<file path="src/rtl/core/dict_enc_pkg.sv">
// Package for the dictionary encoder: transaction payload types, cell chain types
// and status codes. It has no dependencies and is compiled first.
`default_nettype none

package dict_enc_pkg;

    localparam int VALUE_W = 64;
    localparam int CODE_W  = 8;
    localparam int COUNT_W = 9;

    localparam logic [1:0] ST_FOUND    = 2'd0;
    localparam logic [1:0] ST_ADDED    = 2'd1;
    localparam logic [1:0] ST_REJECTED = 2'd2;

    localparam logic [COUNT_W-1:0] LIMIT_RESET = 9'd256;

    typedef struct packed {
        logic signed [VALUE_W-1:0] value;
        logic                      new_block;
    } in_item_t;

    typedef struct packed {
        logic [CODE_W-1:0]  code;
        logic [1:0]         status;
        logic [COUNT_W-1:0] entries_used;
    } out_item_t;

    // Search token that moves one cell per cycle down the chain.
    typedef struct packed {
        logic              active;
        logic              found;
        logic [CODE_W-1:0] idx;
    } token_t;

    // Query that the controller holds and broadcasts to every cell.
    typedef struct packed {
        logic [VALUE_W-1:0] value;
        logic [COUNT_W-1:0] used;
        logic               add_ok;
    } query_t;

endpackage

`default_nettype wire

</file>
<file path="src/rtl/core/dict_enc_cell.sv">
// One dictionary cell: holds a single 64-bit entry, compares it with the query
// when the search token passes and writes itself on an append. Uses dict_enc_pkg.
`default_nettype none

module dict_enc_cell
    import dict_enc_pkg::*;
#(
    parameter int CELL_IDX = 0
)
(
    input  wire logic   clk,
    input  wire logic   rst_n,
    input  wire query_t query,
    input  wire token_t tok_in,
    output token_t      tok_out
);

    localparam logic [COUNT_W-1:0] MY_IDX = COUNT_W'(CELL_IDX);

    logic [VALUE_W-1:0] entry_reg;
    token_t             tok_reg;
    token_t             tok_next;
    logic               hit;
    logic               write_en;

    // Only entries below the fill count are valid, and those are always written.
    assign hit      = tok_in.active && !tok_in.found && (MY_IDX < query.used)
                      && (entry_reg == query.value);
    // By the time the token reaches the first free cell, every valid entry has been seen.
    assign write_en = tok_in.active && !tok_in.found && (MY_IDX == query.used)
                      && query.add_ok;

    always_comb
    begin
        tok_next = tok_in;
        if (hit)
        begin
            tok_next.found = 1'b1;
            tok_next.idx   = MY_IDX[CODE_W-1:0];
        end
    end

    always_ff @(posedge clk or negedge rst_n)
    begin
        if (!rst_n)
        begin
            tok_reg <= '0;
        end
        else
        begin
            tok_reg <= tok_next;
        end
    end

    always_ff @(posedge clk)
    begin
        if (write_en)
        begin
            entry_reg <= query.value;
        end
    end

    assign tok_out = tok_reg;

endmodule

`default_nettype wire

</file>
<file path="config.mk">
export PLATFORM = sky130hd
export DESIGN_NAME = dict_enc_cell
export DESIGN_NICKNAME = d
export VERILOG_FILES = /design/src/rtl/core/dict_enc_pkg.sv /design/src/rtl/core/dict_enc_cell.sv
export SDC_FILE = /design/constraint.sdc
export NUM_CORES = 1
export LEC_CHECK = 0
export BUFFER_PORTS_ARGS = -buffer_cell sky130_fd_sc_hd__buf_2
export CORE_MARGIN = 1
export CORE_UTILIZATION = 51
export CTS_BUF_LIST = sky130_fd_sc_hd__clkbuf_16
export DETAILED_ROUTE_END_ITERATION = 6
export HOLD_SLACK_MARGIN = 0.1
export PLACE_DENSITY = 0.8
export SLEW_MARGIN = 20
export SYNTH_ARGS = -nofsm -noshare
export SYNTH_HDL_FRONTEND = slang
export SYNTH_SLANG_ARGS = --single-unit
</file>
<file path="constraint.sdc">
create_clock -name clk -period 2.05 [get_ports clk]
set_input_delay 0.205 -clock clk [delete_from_list [all_inputs] [get_ports clk]]
set_output_delay 0.205 -clock clk [all_outputs]
set_load 0.01 [all_outputs]
</file>
# Word level (Yosys, flattened, before mapping)
# Index checks and enable logic that the tools add are counted.
# W data, S select, Z words.
[word_totals]
register_bits = 74
in_bits = 86
out_inout_bits = 10
[classes]
n_lt_le_gt_ge = 1
n_eq_ne = 1
n_mux = 1
reduce_logical = 7
[op_table]
columns = ["op", "n"]
rows = [
  ["$eq A64 B64 Y1", 1],
  ["$logic_not A9 Y1", 1],
  ["$lt A1 B9 Y1 const A", 1],
  ["$mux W9", 1],
  ["$logic_and A1 B1 Y1", 5],
  ["$logic_not A1 Y1", 1],
]

# Depth between registers and ports, before layout
# Gate-level depths: netlist (run 1).
[depth]
word_depth = 5
depth_mapped = 6
mapped_depth_nobuf = 5

# Worst setup path before layout (run 1)
# Ideal clock, no wire load.
[synth_timing]
path_type = "in2reg"
from = "input query[5] (netlist bit)"
to = "register entry_reg[0], enable pin"
arrival_ns = 2.570
required_ns = 1.621
slack_ns = -0.949
path_stages = 3
cell_sequence = "or4_1 -> nor4_2 -> and3_1"
[synth_via]
elab_chain_len = 3
[synth_lines]
columns = ["element", "line_no", "rtl"]
rows = [
  ["from (decl)", "dict_enc_cell.sv:13", "input wire query_t query,"],
  ["$logic_not A9 Y1", "dict_enc_cell.sv:30", "assign write_en = tok_in.active && !tok_in.found && (MY_IDX == query.used)"],
  ["$logic_and A1 B1 Y1", "dict_enc_cell.sv:30", ""],
  ["$logic_and A1 B1 Y1", "dict_enc_cell.sv:31", "&& query.add_ok;"],
  ["net write_en", "dict_enc_cell.sv:24", "logic write_en;"],
  ["to (signal assigned)", "dict_enc_cell.sv:59", "entry_reg <= query.value;"],
  ["to (decl)", "dict_enc_cell.sv:20", "logic [VALUE_W-1:0] entry_reg;"],
]
# The timed path passes the listed nets, and every way through them passes these cells.
# A chain may end at the register's enable or synchronous reset.

==> metrics, run 1 <==
Pwr Total between 3000 and 4000 uW; clk sinks 74; synthesis-to-finish area growth 52.6%; crit path time final a little under 2000 ps; final hold vios 0; Commonest cells post-synth 64 x edfxtp_1, 26 x xnor2_1, 18 x xor2_1; pwr/cell area about 730 nW/um2; leak pwr between 0.0015 and 0.002 uW; GP Congestion 0.747; Mapped Cells ~200; drt drc 0; critical path capture point tok_out[7]; CP max stage cell dlygate4sd3_1; DR pass1 iterations 4; Initial Util 0.544; Max Slew Vio Count 0; Seq/Total Area, Yosys 0.704; DRT antenna net count 0; Hold/Removal Path Class in -> reg; max FFs per register 64; maximum VDD drop around 560 uV; grt total ovfl 0; worst slew pin tran between 300 and 400 ps; Layout Utilization 0.830; CTS Buf Count 9; Max Root-Sink Buffers 2; die height 79.8 um; Area after DPL ~3700 um2; global-route wire length before repair approximately 11000 um; largest net degree at the start of global routing 29; worst path cell trace dlygate4sd3_1 > buf_2 > nand2b_1 > o2111ai_2 > or4_4 > nor4_4 > buf_4 > a21boi_1; final wirelength ~7300 um; FFs w/ async S/R, synth 0.135; HPWL after detailed placement approximately 4300 um; CTS tree yes; Fmax between 500 and 600 MHz; Reg-to-Reg Start entry_reg[60]; Yosys warning total 0; vias in the first global route around 2.4k; Yosys top cell area share 0.623; Synth area leader edfxtp_1; DR vias/cell ~5.2; Clock Latency Late Sink 330 ps; leading cell type by number of instances after synthesis edfxtp_1; die extent in x approximately 80 um; Antenna diodes 0; Core ar. 5680 um2; endpoint type of the worst setup path register; Netlist cell types 27; worst reg2reg path endpoint tok_out[7]; Clock transition at path regs 50 ps; Final Setup Violations 0; post-route clock skew 4.19 ps; Startpoint Class input pin; GRT Overall Usage 0.248; share of post-route cells with drive strength above 1 0.322; fin area 4710 um2; worst-case reg-to-reg path depth 6; fin crit share 0.967; H-Tree Depth 3; initial antenna violation count 0; Slew headroom 0.756; Crit path largest cell delay 540 ps; top-level I/O count 96; row count 27; reg-to-reg slack, setup between 100 and 150 ps; Post-Syn Nets approximately 280; maxcap violations 0; initial drt markers approximately 100; post-synthesis average cell area about 16 um2; Mapped Area 3090 um2; Post-synth EDFFs 64; port bufs 95; layout net count between 400 and 500; flops & latches, synth 74; Post-synth top flop edfxtp_1; CTS Root Cell clkbuf_16; vias about 2.3k; outcome finished, final reports clean; Area contributors post-synth edfxtp_1 62%, dfrtp_1 8.1%, xnor2_1 7.4%; area of the die approximately 6400 um2; worst path arrival time around 2200 ps; crit path max fanout 4; type of the worst setup path in -> reg; routed len/inst ~16 um; Crit path required time roughly 2300 ps; CP startpoint query[57]; Hold Path Depth 2
cell usage in the layout, fill, tap and decap left out, types with 9 or more instances in the layout:
master | synthesis | layout
edfxtp_1 | 64 | 64
xnor2_1 | 26 | 25
nand2b_1 | 10 | 9
nor2b_1 | 10 | 9
xor2_1 | 18 | 18
dfrtp_1 | 10 | 10
buf_2 | 0 | 88
dlygate4sd3_1 | 0 | 65
clkbuf_16 | 0 | 9
inv_1 | 13 | 15
layout make-up:
type | instances | area (um2)
Sequential cell | 74 | 2170
Tap cell | 72 | 90.1
Inverter | 13 | 48.8
Clock buffer | 9 | 225
Clock inverter | 7 | 53.8
Multi-Input combinational cell | 110 | 937
Timing Repair Buffer | 160 | 1180
Fill cell | 307 | 966
repair_timing:
| item | CTS | global route |
|---|---|---|
| setup endpoints to repair | 8 | 9 |
| gates cloned | 0 | 1 |
| hold endpoints to repair | 76 | 0 |
| pin swaps | 1 | 10 |
| setup buffers | 1 | 0 |
| gates resized for setup | 0 | 28 |
| hold buffers | 67 | 0 |
per-layer routing:
metal | vias up | part of all wire | global-route usage
li1 | 1085 | - | -
met5 | - | 0 | 0
met1 | 1104 | 0.41 | 0.279
met3 | 18 | 0.051 | 0.0640
met4 | 0 | 0.024 | 0.120
met2 | 86 | 0.52 | 0.436
critical path: cells and delay by family:
| kind | cells | cell delay [ps] |
|---|---|---|
| AO/OA/AOI/OAI | 2 | 170 |
| buffers and inverters | 3 | 870 |
| AND/OR/NAND/NOR | 3 | 910 |
through the flow:
step	std cells	setup slack (ps)	hold slack (ps)	TNS [ps]
CTS	451	0.342	118	0
global placement	367	116	62.5	0
global route	445	-12.2	126	-18.9
detailed placement	367	-17.4	69.1	-17.4
finish	445	68.1	125	0
floorplan	198	48.1	-90.6	0
logic make-up (layout without fill, tap and decap cells):
group,Yosys count,in the layout,synth area share
flops,74,74,0.704
xor+xnor,44,44,0.125
simple gates,44,44,0.0965
compound gates,22,22,0.0580
buf+inv,14,189,0.0170
power by group:
part	total (uW)	leakage, uW	internal (uW)	switching [uW]
Combinational	313	0.00104	192	121
Clock	1480	0.000148	917	560
Sequential	1650	0.000691	1650	2.14
Total	3440	0.00187	2760	683
worst min-delay path by stage:
| stage | from | endpoint |
|---|---|---|
| 4_1_cts | tok_in[1] | tok_out[1] |
| 3_5_place_dp | rst_n | tok_out[9] |
| 5_1_grt | tok_in[4] | tok_out[4] |
| 3_3_place_gp | rst_n | tok_out[9] |
| 2_1_floorplan | rst_n | tok_out[0] |
| 6_report | tok_in[1] | tok_out[1] |
(Power assumes the default switching activity.)
==> run 2, diff against run 1 <==
--- a/config.mk
+++ b/config.mk
@@ -5,13 +5,14 @@
 export SDC_FILE = /design/constraint.sdc
 export NUM_CORES = 1
 export LEC_CHECK = 0
+export ABC_AREA = 1
 export BUFFER_PORTS_ARGS = -buffer_cell sky130_fd_sc_hd__buf_2
 export CORE_MARGIN = 1
-export CORE_UTILIZATION = 51
+export CORE_UTILIZATION = 52
 export CTS_BUF_LIST = sky130_fd_sc_hd__clkbuf_16
 export DETAILED_ROUTE_END_ITERATION = 6
 export HOLD_SLACK_MARGIN = 0.1
-export PLACE_DENSITY = 0.8
+export PLACE_DENSITY = 0.79
 export SLEW_MARGIN = 20
 export SYNTH_ARGS = -nofsm -noshare
 export SYNTH_HDL_FRONTEND = slang
==> metrics, run 2 <==
Netlist cell types 17 (-37%); worst-case reg-to-reg path depth 8 (+2); fillers 393 (+28%); type of the worst setup path in -> reg; worst reg2reg path endpoint tok_out[2]; CTS Root Cell clkbuf_16; RSZ-0062 raised after global routing false; hold slack 261 ps (+136 ps); CP top delay family simple AND/OR/NAND/NOR gates; Area contributors post-synth edfxtp_1 55%, nand2_1 14%, inv_1 11%; Pint 2800 uW (+1.6%); fin area 5150 um2 (+9.4%); pwr/cell area 686 nW/um2 (-6.0%); Core ar. 6420 um2 (+13%); Yosys top cell area share 0.549 (-0.0735); maximum VDD drop 499 uV (-11%); leading cell type by number of instances after synthesis nand2_1; switch share 0.208 (+0.00915); post-route clock skew 6.24 ps (+2.05 ps); die extent in x 84.0 um (+5.3%); Antenna diodes 0 (unchanged); row count 29 (+7.4%); vias in the first global route 3001 (+23%); Final Setup Violations 0 (unchanged); CTS tree yes; routed len/inst 12.5 um (-24%); largest net degree at the start of global routing 65 (+120%); reg-to-reg slack, setup 380 ps (+250 ps); endpoint type of the worst setup path register; outcome complete, but fails checks; worst slew pin tran 352 ps (-13.1 ps); crit path max fanout 8 (+4); clk sinks 74 (unchanged); worst path arrival time 2030 ps (-150 ps); global-route wire length before repair 13300 um (+18%); top-level I/O count 96 (unchanged); GRT Overall Usage 0.250 (+0.00180); commonest non-fill, non-tap cell in the layout nand2_1; die height 84.0 um (+5.3%); grt total ovfl 0 (unchanged); maxcap violations 0 (unchanged); GP Congestion 0.739 (-1.0%); combinational power share 0.099 (+0.008); Fmax 547 MHz (+8.4%); Seq/Total Area, Yosys 0.621 (-0.0830); Post-Syn Nets 479 (+69%); Max Slew Vio Count 0 (unchanged); Clock transition at path regs 60 ps (about the same); initial antenna violation count 0 (unchanged); synthesis-to-finish area growth 47.2%; flops & latches, synth 74 (unchanged); Synth area leader edfxtp_1; worst path cell trace dlygate4sd3_1 > buf_2 > xnor2_1 > nand2_1 > nor2_1 > nand2_1 > nor2_1 > nand2_1 > nor2_4 > nor2_1; drt drc 6 (+6); Post-synth top flop edfxtp_1; Yosys warning total 0 (unchanged); Mapped Area 3500 um2 (+13%); Post-synth EDFFs 64 (unchanged); Hold/Removal Path Class in -> async; CTS Buf Count 9 (unchanged); Buffers & Inverters on Critical Path 2 (-1); sequential share of power 0.467 (-0.013); Initial Util 0.545 (+0.00103); DR pass1 iterations 7 (+3); Slew headroom 0.766 (+0.00918); Startpoint Class input pin; most frequent cells in the layout 131 x nand2_1, 101 x inv_1, 95 x buf_2, 75 x dlygate4sd3_1, 64 x edfxtp_1; vias 2993 (+31%); DRT antenna net count 0 (unchanged); failing checks design-rule violations; Layout Utilization 0.802 (-0.0277); final hold vios 0 (unchanged); Commonest cells post-synth 131 x nand2_1, 101 x inv_1, 64 x edfxtp_1; Crit path required time 2260 ps (about the same); layout net count 661 (+46%); Crit path largest cell delay 540 ps (about the same); HPWL after detailed placement 4700 um (+9.9%); NetSw 734 uW (+7.5%); final wirelength 8220 um (+13%); area of the die 7060 um2 (+11%); initial drt markers 140 (+41%); max FFs per register 64 (unchanged); share of post-route cells with drive strength above 1 0.193 (-0.129); H-Tree Depth 3 (unchanged); fin crit share 0.892 (-0.0750); CP max stage cell dlygate4sd3_1; DR vias/cell 4.56 (-12%); crit path time final 1830 ps (-154 ps); FFs w/ async S/R, synth 0.135 (unchanged); Area after DPL 4100 um2 (+11%); Clock Latency Late Sink 330 ps (about the same); Mapped Cells 393 (+98%); Clock power frac 0.434 (+0.005); post-synthesis average cell area 8.90 um2 (-43%); Reg-to-Reg Start entry_reg[50]; Max Root-Sink Buffers 2 (unchanged); port bufs 95 (unchanged); cts repair resizes 0 (unchanged); leak pwr 0.00256 uW (+37%)
-- run 2: cell types whose count changed in the layout (fill, tap and decap cells not counted), sizes merged, moves of 6 or more --
cell	before	now
xnor2	26	10
nor2b	10	0
dlygate4sd3	65	75
xor2	18	5
nor2	0	49
inv	16	102
nand2b	10	0
a21boi	8	0
nand2	1	131
o21ai	0	6
nor4	8	0
-- run 2: what timing repair did --
action                    in CTS  in global routing
hold endpoints to repair      84                  0
buffers inserted               0                  0
hold buffers                  75                  0
-- run 2: layer usage --
| layer | routed length [um] | GRT usage | vias to the layer above |
|---|---|---|---|
| li1 | - | - | 1547 |
| met5 | 0 | 0 | - |
| met1 | 3320 | 0.272 | 1340 |
| met4 | 148 | 0.114 | 0 |
| met3 | 335 | 0.0435 | 17 |
| met2 | 4420 | 0.469 | 89 |
-- run 2: stage by stage --
stage	setup TNS (ps)	setup WS [ps]	cells	power, uW
3_3_place_gp	0	426	566	1900
3_5_place_dp	0	376	566	1910
4_1_cts	0	346	657	3540
5_1_grt	0	51.3	657	3640
2_1_floorplan	-41490	-648	393	1770
6_report	0	222	657	3540
-- run 2: final cells by class --
class | count | area (um2) | share of cell area
Clock buffer | 11 | 275 | 0.0534
Clock inverter | 5 | 22.5 | 0.00437
Timing Repair Buffer | 171 | 1250 | 0.242
Sequential cell | 74 | 2170 | 0.422
Tap cell | 77 | 96.3 | 0.0187
Inverter | 101 | 379 | 0.0736
Multi-Input combinational cell | 218 | 960 | 0.186
-- run 2: worst max path at each step --
stage / startpoint / to / cells after the start
floorplan: query[6] / entry_reg[0] / 4
global route: query[60] / tok_out[2] / 10
global placement: query[6] / entry_reg[24] / 6
finish: query[60] / tok_out[2] / 10
CTS: query[62] / tok_out[6] / 10
detailed placement: query[6] / entry_reg[34] / 6
-- run 2: power by group through the flow --
stage               registers (uW)  clock network, uW  logic [uW]
floorplan                     1690                  0        84.3
global placement              1680                  0         217
detailed placement            1680                  0         227
CTS                           1650               1550         339
global route                  1650               1610         387
finish                        1650               1540         349
-- run 2: kinds of logic (layout without fill, tap and decap cells) --
family	count (synthesis)	after routing	share of synthesized area
XOR/XNOR	15	15	0.0375
AO/OA/AOI/OAI	8	8	0.0122
AND/OR/NAND/NOR	195	195	0.221
buffers and inverters	101	288	0.108
flip-flops	74	74	0.621
